$ cat src/rtl/pbc_pkg.sv
// ----------------------------------------------------------------------------
// pbc_pkg
// Shared constants, types and command/status structs for the point bin chainer.
// ----------------------------------------------------------------------------
`default_nettype none

package pbc_pkg;

    // Sizes of the bin table and of the point counter.
    localparam int BIN_CAPACITY = 262144;
    localparam int MAX_POINTS   = 1048576;
    localparam int BIN_W        = $clog2(BIN_CAPACITY);
    localparam int PIDX_W       = 20;
    localparam int CNT_W        = $clog2(MAX_POINTS) + 1;

    // Field widths.
    localparam int DEG_W     = 26;
    localparam int NLON_W    = 10;
    localparam int NLAT_W    = 9;
    localparam int WLON_W    = 25;
    localparam int WLAT_W    = 24;
    localparam int CFG_W     = 25;

    // Divider geometry: 26-bit magnitude over a 25-bit divisor.
    localparam int DIV_N_W   = 26;
    localparam int DIV_D_W   = 25;
    localparam int DIV_STEPS = DIV_N_W;
    localparam int DIV_CNT_W = $clog2(DIV_STEPS);

    // Epoch mark kept next to each tail entry.
    localparam int EPOCH_W   = 8;
    localparam int WORD_W    = EPOCH_W + PIDX_W;

    // 90 degrees with 16 fraction bits.
    localparam int LAT_OFFSET = 90 * 65536;

    // Register indexes.
    typedef enum logic [1:0] {
        REG_LON_BINS  = 2'd0,
        REG_LAT_BINS  = 2'd1,
        REG_LON_WIDTH = 2'd2,
        REG_LAT_WIDTH = 2'd3
    } pbc_reg_t;

    typedef enum logic [3:0] {
        ST_CLEAR_RST,
        ST_IDLE,
        ST_CLEAR_START,
        ST_DIV_GO,
        ST_DIV_WAIT,
        ST_MOD_GO,
        ST_MOD_WAIT,
        ST_BIN,
        ST_READ,
        ST_EMIT
    } pbc_state_t;

    typedef struct packed {
        logic load;
        logic div_go;
        logic mod_go;
        logic bin_load;
        logic mem_read;
        logic emit;
        logic clear_step;
        logic clear_done;
    } pbc_cmd_t;

    typedef struct packed {
        logic wrap_on_load;
        logic div_done;
        logic mod_done;
        logic clear_last;
        logic out_free;
    } pbc_sts_t;

endpackage

`default_nettype wire

$ cat src/rtl/pbc_ctrl.sv
// ----------------------------------------------------------------------------
// pbc_ctrl
// Sequencer for one point: clear sweep, divide, reduce, bin, table update.
// ----------------------------------------------------------------------------
`default_nettype none

module pbc_ctrl (
    input  wire logic              aclk,
    input  wire logic              aresetn,
    input  wire logic              s_valid,
    output logic                   s_ready,
    input  wire pbc_pkg::pbc_sts_t sts,
    output pbc_pkg::pbc_cmd_t      cmd
);
    import pbc_pkg::*;

    pbc_state_t state_reg;
    pbc_state_t state_next;

    always_ff @(posedge aclk) begin
        if (!aresetn) begin
            state_reg <= ST_CLEAR_RST;
        end else begin
            state_reg <= state_next;
        end
    end

    // Next state.
    always_comb begin
        state_next = state_reg;
        case (state_reg)
            ST_CLEAR_RST: begin
                if (sts.clear_last) state_next = ST_IDLE;
            end
            ST_IDLE: begin
                if (s_valid) state_next = sts.wrap_on_load ? ST_CLEAR_START : ST_DIV_GO;
            end
            ST_CLEAR_START: begin
                if (sts.clear_last) state_next = ST_DIV_GO;
            end
            ST_DIV_GO:   state_next = ST_DIV_WAIT;
            ST_DIV_WAIT: begin
                if (sts.div_done) state_next = ST_MOD_GO;
            end
            ST_MOD_GO:   state_next = ST_MOD_WAIT;
            ST_MOD_WAIT: begin
                if (sts.mod_done) state_next = ST_BIN;
            end
            ST_BIN:  state_next = ST_READ;
            ST_READ: state_next = ST_EMIT;
            ST_EMIT: begin
                if (sts.out_free) state_next = ST_IDLE;
            end
            default: state_next = ST_CLEAR_RST;
        endcase
    end

    // Commands.
    always_comb begin
        cmd     = '0;
        s_ready = 1'b0;
        case (state_reg)
            ST_CLEAR_RST, ST_CLEAR_START: begin
                cmd.clear_step = 1'b1;
                cmd.clear_done = sts.clear_last;
            end
            ST_IDLE: begin
                s_ready  = 1'b1;
                cmd.load = s_valid;
            end
            ST_DIV_GO:   cmd.div_go   = 1'b1;
            ST_MOD_GO:   cmd.mod_go   = 1'b1;
            ST_BIN:      cmd.bin_load = 1'b1;
            ST_READ:     cmd.mem_read = 1'b1;
            ST_EMIT:     cmd.emit     = sts.out_free;
            default: begin
                cmd = '0;
            end
        endcase
    end

endmodule

`default_nettype wire

$ cat config.mk
export PLATFORM = sky130hd
export DESIGN_NAME = pbc_ctrl
export DESIGN_NICKNAME = d
export VERILOG_FILES = /design/src/rtl/pbc_pkg.sv /design/src/rtl/pbc_ctrl.sv
export SDC_FILE = /design/constraint.sdc
export NUM_CORES = 1
export LEC_CHECK = 0
export BUFFER_PORTS_ARGS = -buffer_cell sky130_fd_sc_hd__buf_4
export CAP_MARGIN = 20
export CORE_AREA = 2 2 39 41
export CTS_BUF_LIST = sky130_fd_sc_hd__clkbuf_8
export DETAILED_ROUTE_END_ITERATION = 8
export DIE_AREA = 0 0 41 43
export PLACE_DENSITY = 0.62
export REMOVE_ABC_BUFFERS = 1
export SETUP_SLACK_MARGIN = 0.3
export SLEW_MARGIN = 20
export SYNTH_ARGS = -nofsm -noshare
export SYNTH_HDL_FRONTEND = slang
export SYNTH_SLANG_ARGS = --single-unit
$ cat constraint.sdc
create_clock -name aclk -period 3.56 [get_ports aclk]
set_input_delay 0.178 -clock aclk [delete_from_list [all_inputs] [get_ports aclk]]
set_output_delay 0.178 -clock aclk [all_outputs]
set_load 0.01 [all_outputs]
==> impl_metrics.csv, run 1 <==
group,metric,value,unit
yosys,synthMuxAreaShare,5.694,%
drt,routed.top_layer,"met3",
timing,whs,0.2422,ns
setup_path,critical_path_required,3.38,ns
setup_path,critPathSlowestCell,"dfxtp_1",
timing,finalCritPeriodShare,44.11,%
cells_and_area,drive_gt1_share,38.33,%
pwr,p_switching,0.08464,mW
flow_run,cap_violations,0,
clocking,htree_levels,1,
grt,grt_max_degree,13,
pwr,p_sw_share,32.68,%
pwr,leakage,0.2205,nW
setup_path,cp-start-kind,"register",
clocking,cts_sinks,4,
timing,hold_violations,0,
pwr,ir_drop,0.0002817,V
pwr,power_density,520.0,mW/mm2
yosys,yosysWarnings,0,
cells_and_area,syn_to_final_growth,41.64,%
grt,grt_remaining_overflow,0,
place,gp_congestion,0.7788,
setup_path,cp_max_fo,12,
grt,grtUsageTotal,10.04,%
yosys,synthArstFlopShare,0,%
timing,setup_viol,0,
drt,via_per_inst,4.763,
timing,slew_viol_final,0,
floorplan,die_h,43,um
setup_path,crit_path_end_kind,"output port",
drt,wl_met2,356,um
floorplan,start_util,25.41,%
yosys,synth_top_cell_area_share,22.78,%
yosys,synth_xor_area_share,2.491,%
drt,ant_nets,0,
clocking,cts_buffer_depth,2,
clocking,cts_made_buffers,3,
yosys,synthAdderAreaFrac,0,%
pwr,comb_power_share,34.0,%
pwr,clockPowerShare,35.9,%
clocking,cts_tree,"done",
yosys,netlist_area,351.6,um2
timing,fin_crit,1.570,ns
cells_and_area,post-route-util,35.99,%
cells_and_area,antenna_cells,0,
timing,fin_tns_setup,0,ns
yosys,yosysUniqueCellTypes,23,
timing,rsz0062_at_grt,"no",
hold_path,hold_class,"in -> reg",
setup_path,crit_path_cell_trace,"nand2b_1 > nor3_1 > and2_1 > buf_4",
place,io_buffers,16,
clocking,clk_latency,0.21,ns
clocking,root_buffer,"clkbuf_8",
yosys,synth_top_family_by_area,"simple AND/OR/NAND/NOR gates",
yosys,yosys.area_share.simple,35.94,%
grt,antenna_found_initial,0,
drt,drt-wirelength-per-cell,10.09,um
floorplan,rows,14,
setup_path,critPathArrivalTime,1.39,ns
timing,slew_headroom,72.29,%
drt,first_pass_iters,4,
cells_and_area,nets,70,
grt,grt_pass1_wl,1.214,mm
yosys,ys_seq_area_share,22.78,%
yosys,synth_ff_type,"dfxtp_1",
yosys,synth_compound_area_share,21.00,%
drt,route.met3.wl,47,um
timing,fmax,636.9,MHz
yosys,synth.largest_area_cell,"dfxtp_1",
floorplan,die_area,0.001763,mm2
setup_path,critPathKind,"reg -> out",
grt,grt_pass1_vias,319,
status,outcome,"completed",
pwr,p_seq_share,30.1,%
yosys,ys_seq_elements,4,
yosys,ys_top_cells_by_area,"dfxtp_1, nor2_1, buf_6, mux2i_1, nand2b_1",
yosys,synth.most_common_cell,"nor2_1",
drt,wirelength,767,um
yosys,synthTopCellsByCount,"nor2_1, dfxtp_1",
pwr,finalPower,0.2590,mW
yosys,synth-edff-count,0,
floorplan,core,0.001384,mm2
cells_and_area,largest_reg_flops,4,
drt,num_vias,362,
setup_path,critPathMaxStageDelay,0.56,ns
clocking,cts_resized,0,
clocking,cts_setup_buffers,0,
yosys,avgSynthCellArea,7.813,um2
drt,drc,0,
clocking,path_clk_slew,0.03,ns
timing,tightest_slew,0.4151,ns
floorplan,die_w,41,um
pwr,p_int,0.1743,mW
timing,skew,0.001128,ns
clocking,hold_buffers,0,
drt,drtIter0Drc,6,
cells_and_area,n_fill_cell,149,
drt,wl_met1,363,um
yosys,postSynthCellCount,45,
floorplan,io_pins,17,
through the flow:
step | setup slack, ns | area (um2) | cells
final | 1.990 | 498.0 | 76
after global routing | 1.834 | 498.0 | 76
after detailed placement | 2.080 | 456.7 | 73
after global placement | 2.113 | 456.7 | 73
after CTS | 2.001 | 498.0 | 76
after floorplan | 2.223 | 316.6 | 41
placed cells by master (no fill, tap or decap), types with 2 or more instances in the layout:
cell / count
a311oi_1: 2
a21oi_1: 3
dfxtp_1: 4
and2_1: 2
clkbuf_8: 3
nor3_1: 3
inv_1: 2
nand2_1: 3
nand2b_1: 3
mux2i_1: 2
buf_4: 16
nor2_1: 7
layer usage:
layer	vias up	global-route usage [%]
met2	10	14.06
met5	-	0
li1	187	-
met1	165	12.86
met3	0	7.853
met4	0	0
layout make-up:
cell class | count | area, um2 | area share [%]
repair buffers | 16 | 120.1 | 24.12
flip-flops and latches | 4 | 80.08 | 16.08
clock buffers | 3 | 41.29 | 8.291
inverters | 2 | 7.507 | 1.508
multi-input cells | 35 | 229.0 | 45.98
well taps | 16 | 20.02 | 4.020
critical path: cells and delay by family (launching register included):
| kind | cells | cell delay, ns |
|---|---|---|
| DFF | 1 | 0.56 |
| and+or+nand+nor | 3 | 0.50 |
| buffers and inverters | 1 | 0.11 |
power groups by stage:
| stage | clock network (mW) | logic, mW | registers (mW) |
|---|---|---|---|
| detailed placement | 0 | 0.0885 | 0.0781 |
| finish | 0.0931 | 0.0881 | 0.0778 |
| global placement | 0 | 0.0882 | 0.0774 |
| CTS | 0.0954 | 0.0887 | 0.0774 |
| global route | 0.100 | 0.0980 | 0.0801 |
| floorplan | 0 | 0.0575 | 0.0717 |
final timing paths:
check               start      endpoint  slack, ns  cells past startpoint
max          state_reg[0]        cmd[7]       1.99                      4
min               aresetn  state_reg[3]       0.24                      3
min reg2reg  state_reg[2]  state_reg[2]       0.65                      2
max reg2reg  state_reg[1]  state_reg[0]       2.07                      4
cells by family (layout without fill, tap and decap cells):
kind of cell	count (synthesis)	in the layout
buffers and inverters	6	21
AND/OR/NAND/NOR	23	23
flip-flops	4	4
XOR/XNOR	1	1
AO/OA/AOI/OAI	9	9
multiplexers	2	2
(Power assumes the default switching activity.)
==> run 2, diff against run 1 <==
- ABC_AREA: not set -> 1
- PLACE_DENSITY: 0.62 -> 0.59
- clock period: 3.56 -> 1.47 ns (I/O delays scaled with it)
==> impl_metrics.csv, run 2 <==
group,metric,value,unit
yosys,synth_top_cell_area_share,25.30,%
clocking,cts_made_buffers,3,
timing,rsz0062_at_grt,"yes",
clocking,cts_sinks,4,
cells_and_area,largest_reg_flops,4,
yosys,ys_seq_elements,4,
timing,whs,0.1015,ns
cells_and_area,stdcell_count,97,
cells_and_area,fin_area,631.9,um2
pwr,ir_drop,0.0005962,V
timing,finalCritPeriodShare,81.70,%
yosys,synthTopCellsByCount,"nor2_1, nand2_1, inv_1",
place,dpl-instance-area,456.7,um2
grt,use_met3,1.571,%
cells_and_area,layout_commonest_cell,"buf_4",
yosys,synth_ff_type,"dfxtp_1",
yosys,synthArstFlopShare,0,%
clocking,cts_tree,"done",
grt,grt_max_degree,8,
clocking,clk_latency,0.21,ns
timing,fin_tns_setup,0,ns
status,outcome,"completed",
grt,antenna_found_initial,0,
yosys,yosysUniqueCellTypes,16,
hold_path,hold_class,"in -> reg",
drt,via_per_inst,4.732,
yosys,ys_seq_area_share,25.30,%
timing,fin_crit,1.201,ns
place,io_buffers,16,
pwr,power_density,990.3,mW/mm2
pwr,finalPower,0.6258,mW
timing,hold_violations,0,
setup_path,critPathMaxStageDelay,0.37,ns
grt,met1_usage,15.38,%
yosys,synth-edff-count,0,
grt,grt_pass1_vias,406,
place,place_inst,86,
place,gp_congestion,0.8069,
setup_path,critPathCapture,"cmd[7]",
setup_path,cp-start-kind,"register",
cells_and_area,multi_input_area,249.0,um2
drt,num_vias,459,
setup_path,r2r_slack,0.35,ns
setup_path,timing.rr.start,"state_reg[0]",
timing,setup_viol,0,
drt,wirelength,1.165,mm
cells_and_area,drive_gt1_share,61.73,%
clocking,hold_buffers,0,
yosys,yosysWarnings,0,
setup_path,r2r-end,"state_reg[1]",
drt,drtIter0Drc,11,
pwr,leakage,0.3223,nW
setup_path,crit_path_cell_trace,"nor2_4 > inv_2 > nor3_2 > buf_4",
timing,skew,0.002332,ns
floorplan,start_util,22.88,%
cells_and_area,nets,91,
floorplan,core,0.001384,mm2
setup_path,cp-startpoint,"state_reg[2]",
yosys,ys_top_cells_by_area,"dfxtp_1, nor2_1, nand2_1, inv_1, nand3_1",
yosys,synth.largest_area_cell,"dfxtp_1",
yosys,synth.most_common_cell,"nor2_1",
yosys,postSynthCellCount,54,
cells_and_area,seq_area,92.59,um2
grt,grtUsageTotal,13.64,%
clocking,root_buffer,"clkbuf_8",
drt,drc,0,
timing,fmax,832.7,MHz
grt,grt-busiest-layer,"met2",
cells_and_area,antenna_cells,0,
drt,ant_nets,0,
grt,gr-usage-met2,22.50,%
floorplan,die_w,41,um
timing,tightest_slew,0.1895,ns
drt,drt-wirelength-per-cell,12.01,um
floorplan,die_area,0.001763,mm2
timing,slew_viol_final,0,
setup_path,r2r_cells,8,
floorplan,rows,14,
setup_path,critPathKind,"reg -> out",
grt,grt_pass1_wl,1.656,mm
clocking,htree_levels,1,
setup_path,critical_path_required,1.40,ns
setup_path,critPathSlowestCell,"dfxtp_4",
setup_path,critPathArrivalTime,1.13,ns
clocking,cts_buffer_depth,2,
place,detailed_place_hpwl,690,um
drt,first_pass_iters,4,
flow_run,cap_violations,0,
grt,grt_remaining_overflow,0,
yosys,netlist_area,316.6,um2
setup_path,crit_path_end_kind,"output port",
cells_and_area,n_fill_cell,145,
setup_path,cp_max_fo,6,
floorplan,die_h,43,um
floorplan,io_pins,17,
cells_and_area,syn_to_final_growth,99.60,%
cells_and_area,layout_common_cells,"buf_4, nor2_1, nand2_1",
clocking,path_clk_slew,0.03,ns
timing,slew_headroom,87.27,%
yosys,avgSynthCellArea,5.862,um2
run 2: critical path, delay by kind of cell, from the launching register on:
family | cells | cell delay, ns
AND/OR/NAND/NOR | 2 | 0.32
buffers and inverters | 2 | 0.23
flip-flops | 1 | 0.37
run 2: timing repair:
action	4_1_cts	5_1_grt
setup endpoints to repair	8	8
setup buffers	6	2
pin swaps	3	3
gates resized for setup	12	12
run 2: stage by stage:
step	utilization (%)	setup slack, ns
2_1_floorplan	-	0.3786
3_3_place_gp	33.00	0.2827
3_5_place_dp	33.00	0.3175
4_1_cts	41.59	0.2518
5_1_grt	45.66	0.2412
6_report	45.66	0.2691
run 2: cells by family after synthesis:
group | count (synthesis) | synth area share (%)
compound gates | 5 | 10.28
buf+inv | 10 | 11.86
flops | 4 | 25.30
simple gates | 35 | 52.57
run 2: cell type report:
cell class / count / share of cell area (%)
Multi-Input combinational cell: 40 / 39.41
Timing Repair Buffer: 24 / 29.11
Sequential cell: 4 / 14.65
Inverter: 10 / 7.129
Clock buffer: 3 / 6.535
Tap cell: 16 / 3.168
run 2: metal layers:
| layer | routed length (um) | vias to the layer above |
|---|---|---|
| met5 | 0 | - |
| met4 | 44 | 0 |
| met3 | 63 | 6 |
| met2 | 630 | 20 |
| met1 | 426 | 208 |
| li1 | - | 225 |
run 2: how the worst min path moves through the flow:
| stage | from | end | slack (ns) | cells past startpoint |
|---|---|---|---|---|
| final | aresetn | state_reg[2] | 0.10 | 2 |
| after global routing | aresetn | state_reg[2] | 0.12 | 2 |
| after CTS | aresetn | state_reg[2] | 0.1 | 2 |
| after detailed placement | aresetn | state_reg[2] | 0.32 | 2 |
| after global placement | aresetn | state_reg[2] | 0.31 | 2 |
| after floorplan | aresetn | state_reg[2] | 0.19 | 1 |
run 2: power breakdown:
part	total, mW	internal (mW)	switching, mW
Clock	0.222	0.174	0.0483
Combinational	0.250	0.123	0.126
Sequential	0.154	0.126	0.0282
Total	0.626	0.423	0.203
